--- config.mk ---
export PLATFORM = sky130hd
export DESIGN_NAME = programmable_sound_generator
export DESIGN_NICKNAME = d
export VERILOG_FILES = /design/src/design/psg_pkg.sv /design/src/design/psg_div.sv /design/src/design/programmable_sound_generator.sv
export VERILOG_INCLUDE_DIRS = /design/src /design/src/design
export SDC_FILE = /design/constraint.sdc
export NUM_CORES = 1
export LEC_CHECK = 0
export ABC_CLOCK_PERIOD_IN_PS = 11800
export BUFFER_PORTS_ARGS = -buffer_cell sky130_fd_sc_hd__buf_2
export CELL_PAD_IN_SITES_DETAIL_PLACEMENT = 0
export CELL_PAD_IN_SITES_GLOBAL_PLACEMENT = 1
export CORE_UTILIZATION = 53
export DETAILED_ROUTE_END_ITERATION = 7
export PLACE_DENSITY_LB_ADDON = 0.1
export SLEW_MARGIN = 20
export SYNTH_ARGS = -nofsm -noshare
export SYNTH_HDL_FRONTEND = slang
export SYNTH_SLANG_ARGS = --single-unit
--- constraint.sdc ---
create_clock -name clk -period 11.8 [get_ports clk]
set_input_delay 0.59 -clock clk [delete_from_list [all_inputs] [get_ports clk]]
set_output_delay 0.59 -clock clk [all_outputs]
set_load 0.03 [all_outputs]
--- src/design/assert_macros.svh ---
// Assertion helpers used by programmable_sound_generator
`ifndef ASSERT_MACROS_SVH
`define ASSERT_MACROS_SVH

// Clocked assertion, switched off while reset is held
`define PSG_ASSERT(lbl, clk, rst_n, prop, msg) \
  lbl: assert property (@(posedge clk) disable iff (!rst_n) prop) else $error(msg);

// Clocked assertion that also holds through reset
`define PSG_ASSERT_ALWAYS(lbl, clk, prop, msg) \
  lbl: assert property (@(posedge clk) prop) else $error(msg);

`endif

--- src/design/psg_pkg.sv ---
// ----------------------------------------------------------------------------
// psg_pkg
// Shared types, constants and envelope shape table for the sound generator.
// ----------------------------------------------------------------------------
package psg_pkg;

  localparam int CHANNELS  = 3;
  localparam int REG_COUNT = 16;

  localparam int DIVIDEND_W = 21;
  localparam int DIVISOR_W  = 20;
  localparam int ITER_W     = $clog2(DIVIDEND_W);

  localparam int UNIT_W = 3;
  localparam logic [UNIT_W-1:0] UNIT_ENV   = UNIT_W'(CHANNELS);
  localparam logic [UNIT_W-1:0] UNIT_NOISE = UNIT_W'(CHANNELS + 1);

  // register map
  localparam logic [3:0] REG_NOISE  = 4'd6;
  localparam logic [3:0] REG_MIXER  = 4'd7;
  localparam logic [3:0] REG_AMP    = 4'd8;
  localparam logic [3:0] REG_ENV_LO = 4'd11;
  localparam logic [3:0] REG_ENV_HI = 4'd12;
  localparam logic [3:0] REG_SHAPE  = 4'd13;
  localparam logic [3:0] REG_IO_A   = 4'd14;

  localparam logic [7:0] MIXER_RESET = 8'h3f;

  typedef enum logic [1:0] {
    OP_SELECT = 2'd0,
    OP_WRITE  = 2'd1,
    OP_READ   = 2'd2,
    OP_SAMPLE = 2'd3
  } op_t;

  typedef enum logic [1:0] {
    BLK_ZERO = 2'd0,
    BLK_RISE = 2'd1,
    BLK_FALL = 2'd2,
    BLK_FULL = 2'd3
  } blk_t;

  typedef struct packed {
    logic                  start;
    logic [DIVIDEND_W-1:0] dividend;
    logic [DIVISOR_W-1:0]  divisor;
  } div_req_t;

  typedef struct packed {
    logic                  busy;
    logic                  done;
    logic [DIVIDEND_W-1:0] quo;
    logic [DIVISOR_W-1:0]  rem;
  } div_rsp_t;

  // block used by each shape in phases 0..2
  function automatic blk_t shape_block(input logic [3:0] shape, input logic [1:0] phase);
    blk_t b;
    b = BLK_ZERO;
    if (phase == 2'd0) begin
      b = shape[2] ? BLK_RISE : BLK_FALL;
    end else if (shape[3]) begin
      case (shape[2:0])
        3'd0: b = BLK_FALL;
        3'd2: b = (phase == 2'd1) ? BLK_RISE : BLK_FALL;
        3'd3: b = BLK_FULL;
        3'd4: b = BLK_RISE;
        3'd5: b = BLK_FULL;
        3'd6: b = (phase == 2'd1) ? BLK_FALL : BLK_RISE;
        default: b = BLK_ZERO;
      endcase
    end
    return b;
  endfunction

  function automatic logic [3:0] block_value(input blk_t b, input logic [3:0] step);
    logic [3:0] v;
    case (b)
      BLK_ZERO: v = 4'd0;
      BLK_RISE: v = step;
      BLK_FALL: v = 4'd15 - step;
      default:  v = 4'd15;
    endcase
    return v;
  endfunction

endpackage

--- src/design/psg_div.sv ---
// ----------------------------------------------------------------------------
// psg_div
// Shared restoring divider, one quotient bit per cycle.
// ----------------------------------------------------------------------------
module psg_div (
  input  logic              clk,
  input  logic              rst_n,
  input  psg_pkg::div_req_t req,
  output psg_pkg::div_rsp_t rsp
);
  import psg_pkg::*;

  logic                  busy_r;
  logic                  done_r;
  logic [ITER_W-1:0]     iter_r;
  logic [DIVIDEND_W-1:0] quo_r;
  logic [DIVISOR_W-1:0]  rem_r;
  logic [DIVISOR_W-1:0]  dsr_r;
  logic [DIVISOR_W:0]    trial;
  logic                  fits;

  assign trial = {rem_r, quo_r[DIVIDEND_W-1]};
  assign fits  = trial >= {1'b0, dsr_r};

  always_ff @(posedge clk) begin
    if (!rst_n) begin
      busy_r <= 1'b0;
      done_r <= 1'b0;
      iter_r <= '0;
    end else begin
      done_r <= 1'b0;
      if (req.start && !busy_r) begin
        busy_r <= 1'b1;
        iter_r <= '0;
      end else if (busy_r) begin
        iter_r <= iter_r + 1'b1;
        if (iter_r == ITER_W'(DIVIDEND_W - 1)) begin
          busy_r <= 1'b0;
          done_r <= 1'b1;
        end
      end
    end
  end

  always_ff @(posedge clk) begin
    if (req.start && !busy_r) begin
      quo_r <= req.dividend;
      rem_r <= '0;
      dsr_r <= req.divisor;
    end else if (busy_r) begin
      rem_r <= fits ? DIVISOR_W'(trial - {1'b0, dsr_r}) : trial[DIVISOR_W-1:0];
      quo_r <= {quo_r[DIVIDEND_W-2:0], fits};
    end
  end

  assign rsp.busy = busy_r;
  assign rsp.done = done_r;
  assign rsp.quo  = quo_r;
  assign rsp.rem  = rem_r;

endmodule

--- src/design/programmable_sound_generator.sv ---
// ----------------------------------------------------------------------------
// programmable_sound_generator
// Three-channel tone/noise/envelope sound generator with a 16 x 8 register file.
// ----------------------------------------------------------------------------
// Usage:
//   Input channel (in_valid/in_stall): each request carries an opcode
//   (select, write, read, sample), a value byte and a noise bit.
//   Result channel (out_valid/out_stall): exactly one result per request.
//   Config port (APB style): clocks_per_sample, read at byte address 0; a write to any address sets it.
// Timing:
//   Select, write and read finish in the accept cycle; the result is
//   registered and shown on the next cycle.
//   A sample request runs five divisions (three tones, envelope, noise) on
//   one shared restoring divider of 21 bits, each through load, the bit
//   iterations and claim; then the sum is registered. One request is in
//   flight; the next is taken no earlier than the edge that takes the result.
// Reset: register file clears (mixer reads 0x3f), counters and levels clear,
//   clocks_per_sample returns to 79.
// Stall: a result held by out_stall blocks the next request until taken.
// ----------------------------------------------------------------------------
`include "assert_macros.svh"

module programmable_sound_generator (
  input  logic        clk,
  input  logic        rst_n,
  input  logic        in_valid,
  output logic        in_stall,
  input  logic [1:0]  in_opcode,
  input  logic [7:0]  in_value,
  input  logic        in_noise_bit,
  output logic        out_valid,
  input  logic        out_stall,
  output logic [7:0]  out_read_data,
  output logic [5:0]  out_sample,
  output logic        out_io_write_valid,
  output logic [7:0]  out_io_write_data,
  input  logic        cfg_psel,
  input  logic        cfg_penable,
  input  logic        cfg_pwrite,
  input  logic [1:0]  cfg_paddr,
  input  logic [31:0] cfg_pwdata,
  output logic [31:0] cfg_prdata,
  output logic        cfg_pready
);
  import psg_pkg::*;

  typedef enum logic [3:0] {
    ST_IDLE = 4'b0001,
    ST_LOAD = 4'b0010,
    ST_WAIT = 4'b0100,
    ST_FIN  = 4'b1000
  } state_t;

  state_t            st_r;
  logic [15:0]       cps_r;
  logic [7:0]        regs_r [REG_COUNT];
  logic [3:0]        sel_r;
  logic [15:0]       tone_cnt_r [CHANNELS];
  logic [CHANNELS-1:0] tone_lvl_r;
  logic [19:0]       env_cnt_r;
  logic [3:0]        env_step_r;
  logic [1:0]        env_phase_r;
  logic [3:0]        env_lvl_r;
  logic [8:0]        noise_cnt_r;
  logic              noise_lvl_r;
  logic              nbit_r;
  logic [UNIT_W-1:0] unit_r;

  logic              out_valid_r;
  logic [7:0]        rd_r;
  logic [5:0]        smp_r;
  logic              iov_r;
  logic [7:0]        iod_r;

  logic              out_free;
  logic              in_acc;
  logic              res_load;
  op_t               op;
  div_req_t          dreq;
  div_rsp_t          drsp;

  logic [DIVISOR_W-1:0] tone_div [CHANNELS];
  logic [DIVISOR_W-1:0] env_div;
  logic [DIVISOR_W-1:0] noise_div;
  logic [DIVIDEND_W-1:0] cur_cnt;
  logic [DIVISOR_W-1:0]  cur_div;

  logic [21:0]       step_full;
  logic [18:0]       phase_full;
  logic [1:0]        phase_fold;
  logic [5:0]        sum;

  assign out_free = !out_valid_r || !out_stall;
  assign in_stall = !((st_r == ST_IDLE) && out_free);
  assign in_acc   = in_valid && !in_stall;
  assign op       = op_t'(in_opcode);
  // a new result lands in the output register this cycle
  assign res_load = (in_acc && (op != OP_SAMPLE)) || ((st_r == ST_FIN) && out_free);

  // divisors: period (zero counts as one) times 16
  always_comb begin
    logic [11:0] tp;
    logic [15:0] ep;
    logic [4:0]  np;
    for (int c = 0; c < CHANNELS; c++) begin
      tp = {regs_r[2*c+1][3:0], regs_r[2*c]};
      if (tp == '0) tp = 12'd1;
      tone_div[c] = DIVISOR_W'({tp, 4'd0});
    end
    ep = {regs_r[REG_ENV_HI], regs_r[REG_ENV_LO]};
    if (ep == '0) ep = 16'd1;
    env_div = {ep, 4'd0};
    np = regs_r[REG_NOISE][4:0];
    if (np == '0) np = 5'd1;
    noise_div = DIVISOR_W'({np, 4'd0});
  end

  always_comb begin
    cur_cnt = '0;
    cur_div = noise_div;
    if (unit_r == UNIT_ENV) begin
      cur_cnt = DIVIDEND_W'(env_cnt_r) + DIVIDEND_W'(cps_r);
      cur_div = env_div;
    end else if (unit_r == UNIT_NOISE) begin
      cur_cnt = DIVIDEND_W'(noise_cnt_r) + DIVIDEND_W'(cps_r);
    end else begin
      for (int c = 0; c < CHANNELS; c++) begin
        if (unit_r == UNIT_W'(c)) begin
          cur_cnt = DIVIDEND_W'(tone_cnt_r[c]) + DIVIDEND_W'(cps_r);
          cur_div = tone_div[c];
        end
      end
    end
  end

  assign dreq.start    = (st_r == ST_LOAD);
  assign dreq.dividend = cur_cnt;
  assign dreq.divisor  = cur_div;

  psg_div u_div (
    .clk  (clk),
    .rst_n(rst_n),
    .req  (dreq),
    .rsp  (drsp)
  );

  // envelope advance at full width, then fold past the first cycle
  always_comb begin
    step_full  = 22'(env_step_r) + 22'(drsp.quo);
    phase_full = 19'(env_phase_r) + 19'(step_full[21:4]);
    if (phase_full > 19'd2) phase_fold = phase_full[0] ? 2'd1 : 2'd2;
    else                    phase_fold = phase_full[1:0];
  end

  always_comb begin
    logic [3:0] vol;
    logic       on;
    sum = '0;
    for (int c = 0; c < CHANNELS; c++) begin
      on  = (tone_lvl_r[c] || regs_r[REG_MIXER][c]) &&
            (noise_lvl_r || regs_r[REG_MIXER][c+3]);
      vol = regs_r[REG_AMP + 4'(c)][4] ? env_lvl_r : regs_r[REG_AMP + 4'(c)][3:0];
      if (on) sum = sum + 6'(vol);
    end
  end

  always_ff @(posedge clk) begin
    if (!rst_n) begin
      st_r        <= ST_IDLE;
      cps_r       <= 16'd79;
      sel_r       <= '0;
      tone_lvl_r  <= '0;
      env_cnt_r   <= '0;
      env_step_r  <= '0;
      env_phase_r <= '0;
      env_lvl_r   <= '0;
      noise_cnt_r <= '0;
      noise_lvl_r <= 1'b0;
      unit_r      <= '0;
      out_valid_r <= 1'b0;
      for (int i = 0; i < REG_COUNT; i++) begin
        regs_r[i] <= (4'(i) == REG_MIXER) ? MIXER_RESET : 8'd0;
      end
      for (int c = 0; c < CHANNELS; c++) begin
        tone_cnt_r[c] <= '0;
      end
    end else begin
      if (cfg_psel && cfg_penable && cfg_pwrite) cps_r <= cfg_pwdata[15:0];
      if (out_valid_r && !out_stall && !res_load) out_valid_r <= 1'b0;

      unique case (st_r)
        ST_IDLE: begin
          if (in_acc) begin
            smp_r <= '0;
            case (op)
              OP_SELECT: begin
                sel_r       <= in_value[3:0];
                rd_r        <= '0;
                iov_r       <= 1'b0;
                iod_r       <= '0;
                out_valid_r <= 1'b1;
              end
              OP_WRITE: begin
                regs_r[sel_r] <= in_value;
                if (sel_r == REG_SHAPE) begin
                  env_cnt_r   <= '0;
                  env_step_r  <= '0;
                  env_phase_r <= '0;
                end
                rd_r        <= '0;
                iov_r       <= (sel_r == REG_IO_A);
                iod_r       <= (sel_r == REG_IO_A) ? in_value : 8'd0;
                out_valid_r <= 1'b1;
              end
              OP_READ: begin
                rd_r        <= regs_r[sel_r];
                iov_r       <= 1'b0;
                iod_r       <= '0;
                out_valid_r <= 1'b1;
              end
              default: begin
                rd_r   <= '0;
                iov_r  <= 1'b0;
                iod_r  <= '0;
                nbit_r <= in_noise_bit;
                unit_r <= '0;
                st_r   <= ST_LOAD;
              end
            endcase
          end
        end
        ST_LOAD: st_r <= ST_WAIT;
        ST_WAIT: begin
          if (drsp.done) begin
            if (unit_r == UNIT_ENV) begin
              env_cnt_r <= drsp.rem;
              if (drsp.quo != '0) begin
                env_step_r  <= step_full[3:0];
                env_phase_r <= phase_fold;
                env_lvl_r   <= block_value(shape_block(regs_r[REG_SHAPE][3:0], phase_fold),
                                           step_full[3:0]);
              end
            end else if (unit_r == UNIT_NOISE) begin
              noise_cnt_r <= drsp.rem[8:0];
              if (drsp.quo != '0) noise_lvl_r <= nbit_r;
            end else begin
              for (int c = 0; c < CHANNELS; c++) begin
                if (unit_r == UNIT_W'(c)) begin
                  tone_cnt_r[c] <= drsp.rem[15:0];
                  tone_lvl_r[c] <= tone_lvl_r[c] ^ drsp.quo[0];
                end
              end
            end
            if (unit_r == UNIT_NOISE) st_r <= ST_FIN;
            else begin
              unit_r <= unit_r + 1'b1;
              st_r   <= ST_LOAD;
            end
          end
        end
        ST_FIN: begin
          if (out_free) begin
            smp_r       <= sum;
            out_valid_r <= 1'b1;
            st_r        <= ST_IDLE;
          end
        end
        default: st_r <= ST_IDLE;
      endcase
    end
  end

  assign out_valid          = out_valid_r;
  assign out_read_data      = rd_r;
  assign out_sample         = smp_r;
  assign out_io_write_valid = iov_r;
  assign out_io_write_data  = iod_r;
  assign cfg_prdata         = (cfg_paddr == 2'd0) ? {16'd0, cps_r} : 32'd0;
  assign cfg_pready         = 1'b1;

  `PSG_ASSERT(a_busy_stalls, clk, rst_n, (st_r != ST_IDLE) |-> in_stall, "request taken while busy")
  `PSG_ASSERT(a_sample_range, clk, rst_n, out_valid |-> (out_sample <= 6'd45), "sample above 45")
  `PSG_ASSERT(a_div_done_wait, clk, rst_n, drsp.done |-> (st_r == ST_WAIT), "divider result unclaimed")

endmodule

==> impl_metrics.json, run 1 <==
{
  "crit_fanout": 5,
  "clkPwrFrac": 0.361,
  "yosys_most_used_dff": "edfxtp_1",
  "antenna_found_initial": 0,
  "track_usage": 0.308,
  "wl_per_cell_um": 22.4,
  "area_growth_pct": 10.3,
  "power.internal_mw": 2.31,
  "remaining_drc_errors": 0,
  "finalMaxSlewViolations": 0,
  "synth.distinct_cells": 77,
  "cts_tree": "done",
  "synth_common_cells": "edfxtp_1 (237), nand2_1 (211), and2_1 (169)",
  "nets": 2257,
  "clock_skew_ps": 20.1,
  "finalHoldViolations": 0,
  "rsz0062_at_grt": "false",
  "antenna_cells": 0,
  "setup_ws_ps": 7070,
  "portBuffers": 76,
  "yosysMostFrequentCell": "edfxtp_1",
  "synth_top_cell_by_area": "edfxtp_1",
  "yosys.area.top_type_share": 0.350,
  "dp_slack_ps": 7050,
  "syn_area_per_cell_um2": 10.0,
  "grt_max_degree": 68,
  "max_stage_delay_ps": 450,
  "p_switching_mw": 1.02,
  "cts_resized": 0,
  "first_pass_iters": 5,
  "cts_setup_buffers": 0,
  "end_kind": "register",
  "timing.final.crit_period_ps": 4730,
  "cap_violations": 0,
  "critPathArrivalTime_ps": 5160,
  "dieWidth_um": 198,
  "die_area_um2": 39100,
  "yosysSeqAreaShare": 0.447,
  "place_inst": 2556,
  "gp_congestion": 0.896,
  "relSlewSlack": 0.288,
  "fin_util": 0.595,
  "leakage_nw": 8.57,
  "switching_share": 0.307,
  "clk_pin_slew_ps": 60,
  "cts_max_path_buffers": 3,
  "finalInstanceArea_um2": 22400,
  "die_h_um": 198,
  "clock_latency_ps": 570,
  "post_route_cells_drive_above_1_share": 0.111,
  "synth_cells": 2031,
  "cts.sinks": 335,
  "yosys_register_bits": 335,
  "syn-cell-area_um2": 20300,
  "ys_warn_count": 0,
  "io_pins": 110,
  "clockRootBuffer": "clkbuf_16",
  "critPathSlowestCell": "edfxtp_1",
  "drt.antenna.violating_nets": 0,
  "ir_drop_uv": 110,
  "status": "finished clean",
  "synth.area.top_cells": "edfxtp_1 (35%), dfxtp_1 (9.7%), ha_1 (6.8%)",
  "numCtsBuffers": 38,
  "cts_hold_buf": 0,
  "setup_viol": 0,
  "rows": 71,
  "required_ps": 12230,
  "start_util": 0.539,
  "grt_first_pass_wirelength_um": 90300,
  "dpl_cell_area_um2": 21200,
  "drtIter0Drc": 1290,
  "finalWirelength_um": 58800,
  "post-route-period-util": 0.401,
  "worst_slew_pin_slew_ps": 1060,
  "viasPerCell": 6.07,
  "async_flop_share": 0,
  "synth_edf_count": 237,
  "path_cells": "ha_1, fa_1, a211oi_2, nor2_1, xor2_1, ha_1, inv_1, fa_1, a211o_1, o31ai_1, a21boi_0, a211oi_1, nand4_2, mux2_4, o21ai_2, o211ai_1",
  "vias": 15900,
  "p_per_area_nw_per_um2": 149,
  "hold_path.class": "primary input to register",
  "core_um2": 37700,
  "place_hpwl_um": 43200,
  "seq_power_share": 0.440,
  "overflow": 0,
  "p_comb_frac": 0.199,
  "final.setup.tns_ps": 0,
  "startpoint_type": "register",
  "instances_no_fill": 2625,
  "fmax_mhz": 211,
  "worstSetupPathType": "register to register",
  "grt_pass1_vias": 15600,
  "htreeDepth": 2
}
## cells by family (layout without fill, tap and decap cells)
group                    Yosys count  after routing  share of synthesized area
AO/OA/AOI/OAI                    445            445                      0.142
XOR/XNOR                          85             85                     0.0366
adder cells (fa/ha/maj)          120            120                     0.0776
buffers and inverters            184            252                     0.0373
flip-flops                       335            335                      0.447
multiplexers                      70             70                     0.0602
other                              2             17                   0.000370
AND/OR/NAND/NOR                  790            790                      0.199
## path summary, 6_finish.rpt
check,from,endpoint,slack [ps],cells past startpoint
max,u_div.quo_r[0]$_DFFE_PP_,env_lvl_r[3]$_SDFFE_PN0P_,7070,16
min,in_noise_bit,nbit_r$_DFFE_PP_,200,1
max reg2reg,u_div.quo_r[0]$_DFFE_PP_,env_lvl_r[3]$_SDFFE_PN0P_,7070,16
min reg2reg,env_cnt_r[13]$_SDFFE_PN0P_,env_cnt_r[13]$_SDFFE_PN0P_,460,2
## state kept, by name, indices dropped and copies added (netlist names), 5 cells and up
signal and count:
out_io_write_data 8, out_sample 6, u_div.iter_r 5, u_div.rem_r 20, cps_r 16, regs_r 128, tone_cnt_r 48, u_div.dsr_r 16
noise_cnt_r 9, u_div.quo_r 21, env_cnt_r 20, out_read_data 8
## per-stage QoR
step	total power [mW]	hold WS [ps]
3_3_place_gp	2.13	442
3_5_place_dp	2.15	451
2_1_floorplan	1.92	436
6_report	3.33	203
4_1_cts	3.34	187
5_1_grt	3.46	191
## critical path: cells and delay by family (launching register included)
family                   cells  cell delay [ps]
buffers and inverters        1               50
adder cells (fa/ha/maj)      4             1300
AO/OA/AOI/OAI                7             1870
multiplexers                 1              350
flip-flops                   1              450
XOR/XNOR                     1              160
AND/OR/NAND/NOR              2              420
## layout by cell type, fill, tap and decap left out, types with 40 or more instances in the layout
cell type,n
edfxtp_1,237
inv_1,79
ha_1,109
and2_1,169
a21oi_1,123
dfxtp_1,97
nand2_1,211
buf_2,76
nand3_1,62
o21ai_0,92
mux4_2,40
nor2_1,122
xnor2_1,49
nor3_1,47
## power by group through the flow
| stage | clock network (mW) | registers (mW) | logic, mW |
|---|---|---|---|
| floorplan | 0 | 1.45 | 0.472 |
| global placement | 0 | 1.49 | 0.648 |
| detailed placement | 0 | 1.49 | 0.657 |
| CTS | 1.22 | 1.46 | 0.661 |
| global route | 1.26 | 1.48 | 0.728 |
| finish | 1.20 | 1.47 | 0.664 |
## cell type report
type	count	area (um2)
fill	3274	15300
multi-input combinational	1527	10600
sequential	335	9080
clock buffer	49	1030
tap	511	639
timing repair buffer	101	568
inverter	82	308
clock inverter	20	218
## metal layers
layer / up-vias / share of wire / global-route usage
li1: 7570 / - / -
met1: 7694 / 0.41 / 0.380
met2: 550 / 0.49 / 0.535
met3: 128 / 0.056 / 0.0373
met4: 0 / 0.045 / 0.143
met5: - / 0 / 0
(Power assumes the default switching activity.)
==> inputs of run 2 (changes only) <==
--- a/config.mk
+++ b/config.mk
@@ -6,11 +6,11 @@
 export SDC_FILE = /design/constraint.sdc
 export NUM_CORES = 1
 export LEC_CHECK = 0
-export ABC_CLOCK_PERIOD_IN_PS = 11800
+export ABC_CLOCK_PERIOD_IN_PS = 4900
 export BUFFER_PORTS_ARGS = -buffer_cell sky130_fd_sc_hd__buf_2
 export CELL_PAD_IN_SITES_DETAIL_PLACEMENT = 0
 export CELL_PAD_IN_SITES_GLOBAL_PLACEMENT = 1
-export CORE_UTILIZATION = 53
+export CORE_UTILIZATION = 49
 export DETAILED_ROUTE_END_ITERATION = 7
 export PLACE_DENSITY_LB_ADDON = 0.1
 export SLEW_MARGIN = 20
==> constraint.sdc (replaced) <==
create_clock -name clk -period 4.9 [get_ports clk]
set_input_delay 0.245 -clock clk [delete_from_list [all_inputs] [get_ports clk]]
set_output_delay 0.245 -clock clk [all_outputs]
set_load 0.03 [all_outputs]
==> run 2 against run 1 <==
Core utilization decreased by 3.7 points. Final cell count up 2.0%. Sequential share of layout area is 0.64 points lower. First-iteration DRC count decreased by 6.1%. Clock skew is 1.5 ps lower. Clock-buffer cell count increased by 4. Combinational power up 140%. Die area increased by 8.1%. Sequential power increased by 140%. Via count increased by 1.4%. Design area up 1.6%. Wire length is 4.6% higher. Critical endpoint unchanged. Largest cell class unchanged. Highest routed layer unchanged.
==> impl_metrics.json, run 2 (synthesis gave the netlist of run 1 again) <==
{
  "status": "finished clean",
  "final_cell_mix": "edfxtp_1 (237), nand2_1 (211), and2_1 (169)",
  "gp_congestion": 0.906,
  "numCtsBuffers": 40,
  "rows": 74,
  "finalMaxSlewViolations": 0,
  "clk_pin_slew_ps": 60,
  "p_per_area_nw_per_um2": 362,
  "fin_util": 0.558,
  "nets": 2286,
  "post_route_cells_drive_above_1_share": 0.115,
  "largest_registers": "regs_r: 128 flops, tone_cnt_r: 48 flops, u_div.quo_r: 21 flops",
  "remaining_drc_errors": 0,
  "crit_fanout": 5,
  "post-route-period-util": 0.936,
  "place_inst": 2586,
  "finalHoldViolations": 0,
  "viasPerCell": 6.04,
  "portBuffers": 76,
  "rsz0062_at_grt": "false",
  "overflow": 0,
  "clockRootBuffer": "clkbuf_16",
  "grt_first_pass_wirelength_um": 93000,
  "fillers": 3646,
  "die_area_um2": 42300,
  "top_register": "regs_r",
  "place_hpwl_um": 45400,
  "wl_per_cell_um": 23.0,
  "cts_tree": "done",
  "fmax_mhz": 218,
  "hold_path.class": "primary input to register",
  "area_growth_pct": 12.1,
  "layout_commonest_cell": "edfxtp_1",
  "grt_pass1_vias": 15800,
  "track_usage": 0.294,
  "critPathArrivalTime_ps": 5020,
  "largest_register_ffs": 128,
  "end_kind": "register",
  "worstSetupPathType": "register to register",
  "instances_no_fill": 2677,
  "startpoint_type": "register",
  "dieWidth_um": 206,
  "cap_violations": 0,
  "cts_max_path_buffers": 3,
  "start_util": 0.498,
  "cts_setup_buffers": 0,
  "hold-worst-slack_ps": 125,
  "clock_latency_ps": 570,
  "leakage_nw": 8.73,
  "vias": 16200,
  "seqCellArea_um2": 9080,
  "finalWirelength_um": 61500,
  "multi_input_area_um2": 10600,
  "grt_max_degree": 37,
  "antenna_cells": 0,
  "worst_slew_pin_slew_ps": 1130,
  "cts.sinks": 335,
  "clock_skew_ps": 18.6,
  "fin_total_pwr_mw": 8.24,
  "drt.antenna.violating_nets": 0,
  "setup_viol": 0,
  "required_ps": 5340,
  "dpl_cell_area_um2": 21200,
  "timing.final.crit_period_ps": 4590,
  "antenna_found_initial": 0,
  "io_pins": 110,
  "drtIter0Drc": 1211,
  "setup_ws_ps": 312,
  "finalInstanceArea_um2": 22800,
  "core_um2": 40800,
  "first_pass_iters": 5,
  "dp_slack_ps": 347,
  "htreeDepth": 2,
  "die_h_um": 206,
  "relSlewSlack": 0.241,
  "final.setup.tns_ps": 0,
  "ir_drop_uv": 325
}
## run 2: cell count changes in the layout (fill, tap and decap cells not counted), moves of 2 or more
| cell | previous run | this run |
|---|---|---|
| buf_4 | 25 | 34 |
| dlygate4sd3_1 | 0 | 18 |
| o21ai_1 | 14 | 10 |
| clkbuf_16 | 39 | 41 |
| inv_6 | 0 | 2 |
| clkinv_2 | 7 | 5 |
| clkbuf_8 | 2 | 4 |
| o21ai_0 | 92 | 96 |
| clkinv_8 | 2 | 0 |
## run 2: final cells by class
type                            count  share of cell area
Clock buffer                       53              0.0488
Sequential cell                   335               0.399
Multi-Input combinational cell   1527               0.464
Timing Repair Buffer              128              0.0358
Inverter                           82              0.0135
Tap cell                          532              0.0292
Clock inverter                     20             0.00994
## run 2: path summary, 6_finish.rpt
| path | start | to | slack (ps) | cells after the start |
|---|---|---|---|---|
| worst max-delay path | u_div.quo_r[0]$_DFFE_PP_ | env_lvl_r[3]$_SDFFE_PN0P_ | 310 | 16 |
| worst min register to register | env_cnt_r[14]$_SDFFE_PN0P_ | env_cnt_r[14]$_SDFFE_PN0P_ | 460 | 2 |
| worst min-delay path | in_opcode[0] | out_valid$_SDFF_PN0_ | 130 | 4 |
| worst max register to register | u_div.quo_r[0]$_DFFE_PP_ | env_lvl_r[3]$_SDFFE_PN0P_ | 310 | 16 |
## run 2: what timing repair did
action / in CTS / in global routing
endpoints found under the setup margin: 0 / 4
resized for setup: 0 / 1
endpoints found under the hold margin: 18 / 0
hold buffers: 18 / 0
## run 2: report_power, final
| part | internal [mW] | total (mW) | switching [mW] | leakage, nW |
|---|---|---|---|---|
| Clock | 1.86 | 3.07 | 1.21 | 0.654 |
| Sequential | 3.26 | 3.55 | 0.296 | 3.11 |
| Combinational | 0.613 | 1.62 | 1.01 | 4.97 |
| Total | 5.73 | 8.24 | 2.51 | 8.73 |
## run 2: layer usage
layer | global-route usage | part of all wire | vias up
met5 | 0 | 0 | -
met3 | 0.0318 | 0.052 | 132
met1 | 0.362 | 0.41 | 7881
met2 | 0.523 | 0.50 | 524
li1 | - | - | 7627
met4 | 0.120 | 0.038 | 0
## run 2: worst max-delay path, cell delays in order, from the launching register on
cell and delay [ps]:
edfxtp_1 390, ha_1 230, fa_1 430, a211oi_2 390
nor2_1 160, xor2_1 160, ha_1 180, inv_1 50
fa_1 450, a211oi_2 260, nand2_1 100, or4_1 560
mux2_4 340, nand4_2 150, mux2_4 320, o21ai_2 190
o211ai_1 120
==> inputs of run 3 (changes only) <==
--- a/config.mk
+++ b/config.mk
@@ -6,11 +6,12 @@
 export SDC_FILE = /design/constraint.sdc
 export NUM_CORES = 1
 export LEC_CHECK = 0
+export ABC_AREA = 1
 export ABC_CLOCK_PERIOD_IN_PS = 4900
 export BUFFER_PORTS_ARGS = -buffer_cell sky130_fd_sc_hd__buf_2
 export CELL_PAD_IN_SITES_DETAIL_PLACEMENT = 0
 export CELL_PAD_IN_SITES_GLOBAL_PLACEMENT = 1
-export CORE_UTILIZATION = 49
+export CORE_UTILIZATION = 47
 export DETAILED_ROUTE_END_ITERATION = 7
 export PLACE_DENSITY_LB_ADDON = 0.1
 export SLEW_MARGIN = 20
==> run 3 against run 2 <==
Sequential share of layout area fell by 0.44 points. Global-route usage fell by 0.77 points. First-iteration DRC count rose by 15%. Synthesized cell count rose by 24%. Area after synthesis rose by 1.5%. Core utilization fell by 2.4 points. Wire length rose by 2.9%. Clock skew rose by 12 ps. Largest power group unchanged. Via count rose by 11%. Clock-buffer cell count fell by 2. Non-clock buffer count fell by 9.
==> impl_metrics.json, run 3 <==
{
  "core_um2": 43200,
  "yosys_most_used_dff": "edfxtp_1",
  "numCtsBuffers": 40,
  "final_cell_mix": "nand2_1 (480), nor2_1 (279), inv_1 (257)",
  "synth_edf_count": 237,
  "wl_per_cell_um": 19.7,
  "p_comb_frac": 0.320,
  "cts_hold_buf": 17,
  "timing.final.crit_period_ps": 4310,
  "cts_tree": "done",
  "required_ps": 5310,
  "rsz0062_at_grt": "false",
  "synth_cells": 2520,
  "clockRootBuffer": "clkbuf_16",
  "yosys.area.top_type_share": 0.345,
  "antenna_cells": 0,
  "nets": 2766,
  "critPathLaunch": "u_div.quo_r[0]$_DFFE_PP_",
  "instances_no_fill": 3210,
  "p_per_area_nw_per_um2": 418,
  "antenna_found_initial": 1,
  "cts.sinks": 335,
  "drtIter0Drc": 1392,
  "yosysMostFrequentCell": "nand2_1",
  "yosys_register_bits": 335,
  "grt_pass1_vias": 17500,
  "cts_max_path_buffers": 3,
  "hp-start": "cfg_pwdata[15]",
  "clock_latency_ps": 580,
  "final.setup.tns_ps": 0,
  "grt_first_pass_wirelength_um": 97400,
  "startpoint_type": "register",
  "die_h_um": 211,
  "layout_commonest_cell": "nand2_1",
  "relSlewSlack": 0.259,
  "dp_slack_ps": 673,
  "hold-worst-slack_ps": 15.6,
  "syn_area_per_cell_um2": 8.18,
  "viasPerCell": 5.57,
  "synth_common_cells": "nand2_1 (480), nor2_1 (283), inv_1 (258)",
  "start_util": 0.477,
  "synth.area.top_cells": "edfxtp_1 (35%), dfxtp_1 (9.5%), nand2_1 (8.7%)",
  "vias": 17900,
  "area_growth_pct": 11.7,
  "io_pins": 110,
  "cts_resized": 0,
  "rows": 76,
  "finalWirelength_um": 63300,
  "end_kind": "register",
  "r2r_start": "u_div.quo_r[0]$_DFFE_PP_",
  "p_switching_mw": 3.58,
  "post-route-period-util": 0.879,
  "track_usage": 0.286,
  "clk_pin_slew_ps": 60,
  "synth_top_cell_by_area": "edfxtp_1",
  "gp_congestion": 0.931,
  "overflow": 0,
  "setup_ws_ps": 593,
  "finalMaxSlewViolations": 0,
  "cts_setup_buffers": 0,
  "ys_warn_count": 0,
  "hold_path.class": "primary input to register",
  "leakage_nw": 9.64,
  "finalHoldViolations": 0,
  "post_route_cells_drive_above_1_share": 0.0968,
  "clkPwrFrac": 0.317,
  "cap_violations": 0,
  "portBuffers": 76,
  "remaining_drc_errors": 0,
  "crit_fanout": 6,
  "critPathArrivalTime_ps": 4720,
  "setup_viol": 0,
  "yosysSeqAreaShare": 0.441,
  "grt_max_degree": 53,
  "worstSetupPathType": "register to register",
  "clock_skew_ps": 30.3,
  "drt.antenna.violating_nets": 0,
  "largest_register_ffs": 128,
  "fin_util": 0.533,
  "fillers": 4158,
  "largest_registers": "regs_r: 128 flops, tone_cnt_r: 48 flops, u_div.quo_r: 21 flops",
  "switching_share": 0.372,
  "htreeDepth": 2,
  "first_pass_iters": 5,
  "ir_drop_uv": 301,
  "seq_power_share": 0.363,
  "fmax_mhz": 232,
  "async_flop_share": 0,
  "syn-cell-area_um2": 20600,
  "place_inst": 3120,
  "die_area_um2": 44700,
  "status": "finished clean",
  "power.internal_mw": 6.05,
  "worst_slew_pin_slew_ps": 1110,
  "top_register": "regs_r",
  "dieWidth_um": 211,
  "place_hpwl_um": 46900,
  "synth.distinct_cells": 61
}
[run 3: layout make-up]
class	count	area, um2	share of cell area
tap	585	732	0.0318
inverter	274	1030	0.0447
clock inverter	22	244	0.0106
timing repair buffer	119	746	0.0324
multi-input combinational	1824	10100	0.439
clock buffer	51	1080	0.0471
sequential	335	9080	0.394
[run 3: power by group through the flow]
stage | registers, mW | logic, mW | clock network, mW
finish | 3.50 | 3.08 | 3.05
global route | 3.52 | 3.41 | 3.19
CTS | 3.49 | 3.08 | 3.09
detailed placement | 3.55 | 3.06 | 0
global placement | 3.55 | 3.01 | 0
floorplan | 3.52 | 2.07 | 0
[run 3: final timing paths]
path,to,slack [ps],cells after the start
worst max-delay path,env_lvl_r[0]$_SDFFE_PN0P_,590,22
worst min-delay path,cps_r[15]$_SDFFE_PN0P_,20,3
worst max register to register,env_lvl_r[0]$_SDFFE_PN0P_,590,22
worst min register to register,env_step_r[0]$_SDFFE_PN0P_,470,2
[run 3: worst max-delay path, cell delays in order (launching register included)]
cell      delay, ps
edfxtp_1        540
ha_1            320
fa_1            450
nand3_2         120
nand3_2         130
xor2_1          200
ha_1            200
inv_1            60
fa_1            450
nor2_4          180
nand3_1         110
nor2_1          240
nand3_1         120
nand2_1          90
nand2_1          50
nor2_1           90
nand2_1          60
nor2_1          150
nand4_1         160
nand2_1         160
nand3_1         100
nand3_1          90
a21oi_1          70
[run 3: cells by family (layout without fill, tap and decap cells)]
kind of cell | Yosys count | after routing | share of synthesized area
flip-flops | 335 | 335 | 0.441
XOR/XNOR | 54 | 54 | 0.0233
adder cells (fa/ha/maj) | 120 | 120 | 0.0765
multiplexers | 1 | 1 | 0.000546
buffers and inverters | 376 | 466 | 0.0728
AND/OR/NAND/NOR | 1109 | 1109 | 0.239
other | 2 | 17 | 0.000364
AO/OA/AOI/OAI | 523 | 523 | 0.146
[run 3: routing by layer]
metal | track usage | up-vias | share of wire
met5 | 0 | - | 0
met2 | 0.495 | 539 | 0.48
met3 | 0.0389 | 130 | 0.055
met1 | 0.355 | 8397 | 0.42
li1 | - | 8805 | -
met4 | 0.129 | 0 | 0.044
[run 3: metrics by stage]
stage               cell area [um2]  total power, mW
CTS                           23000             9.66
detailed placement            21500             6.61
global placement              21500             6.56
global route                  23000             10.1
finish                        23000             9.63
floorplan                     20700             5.60
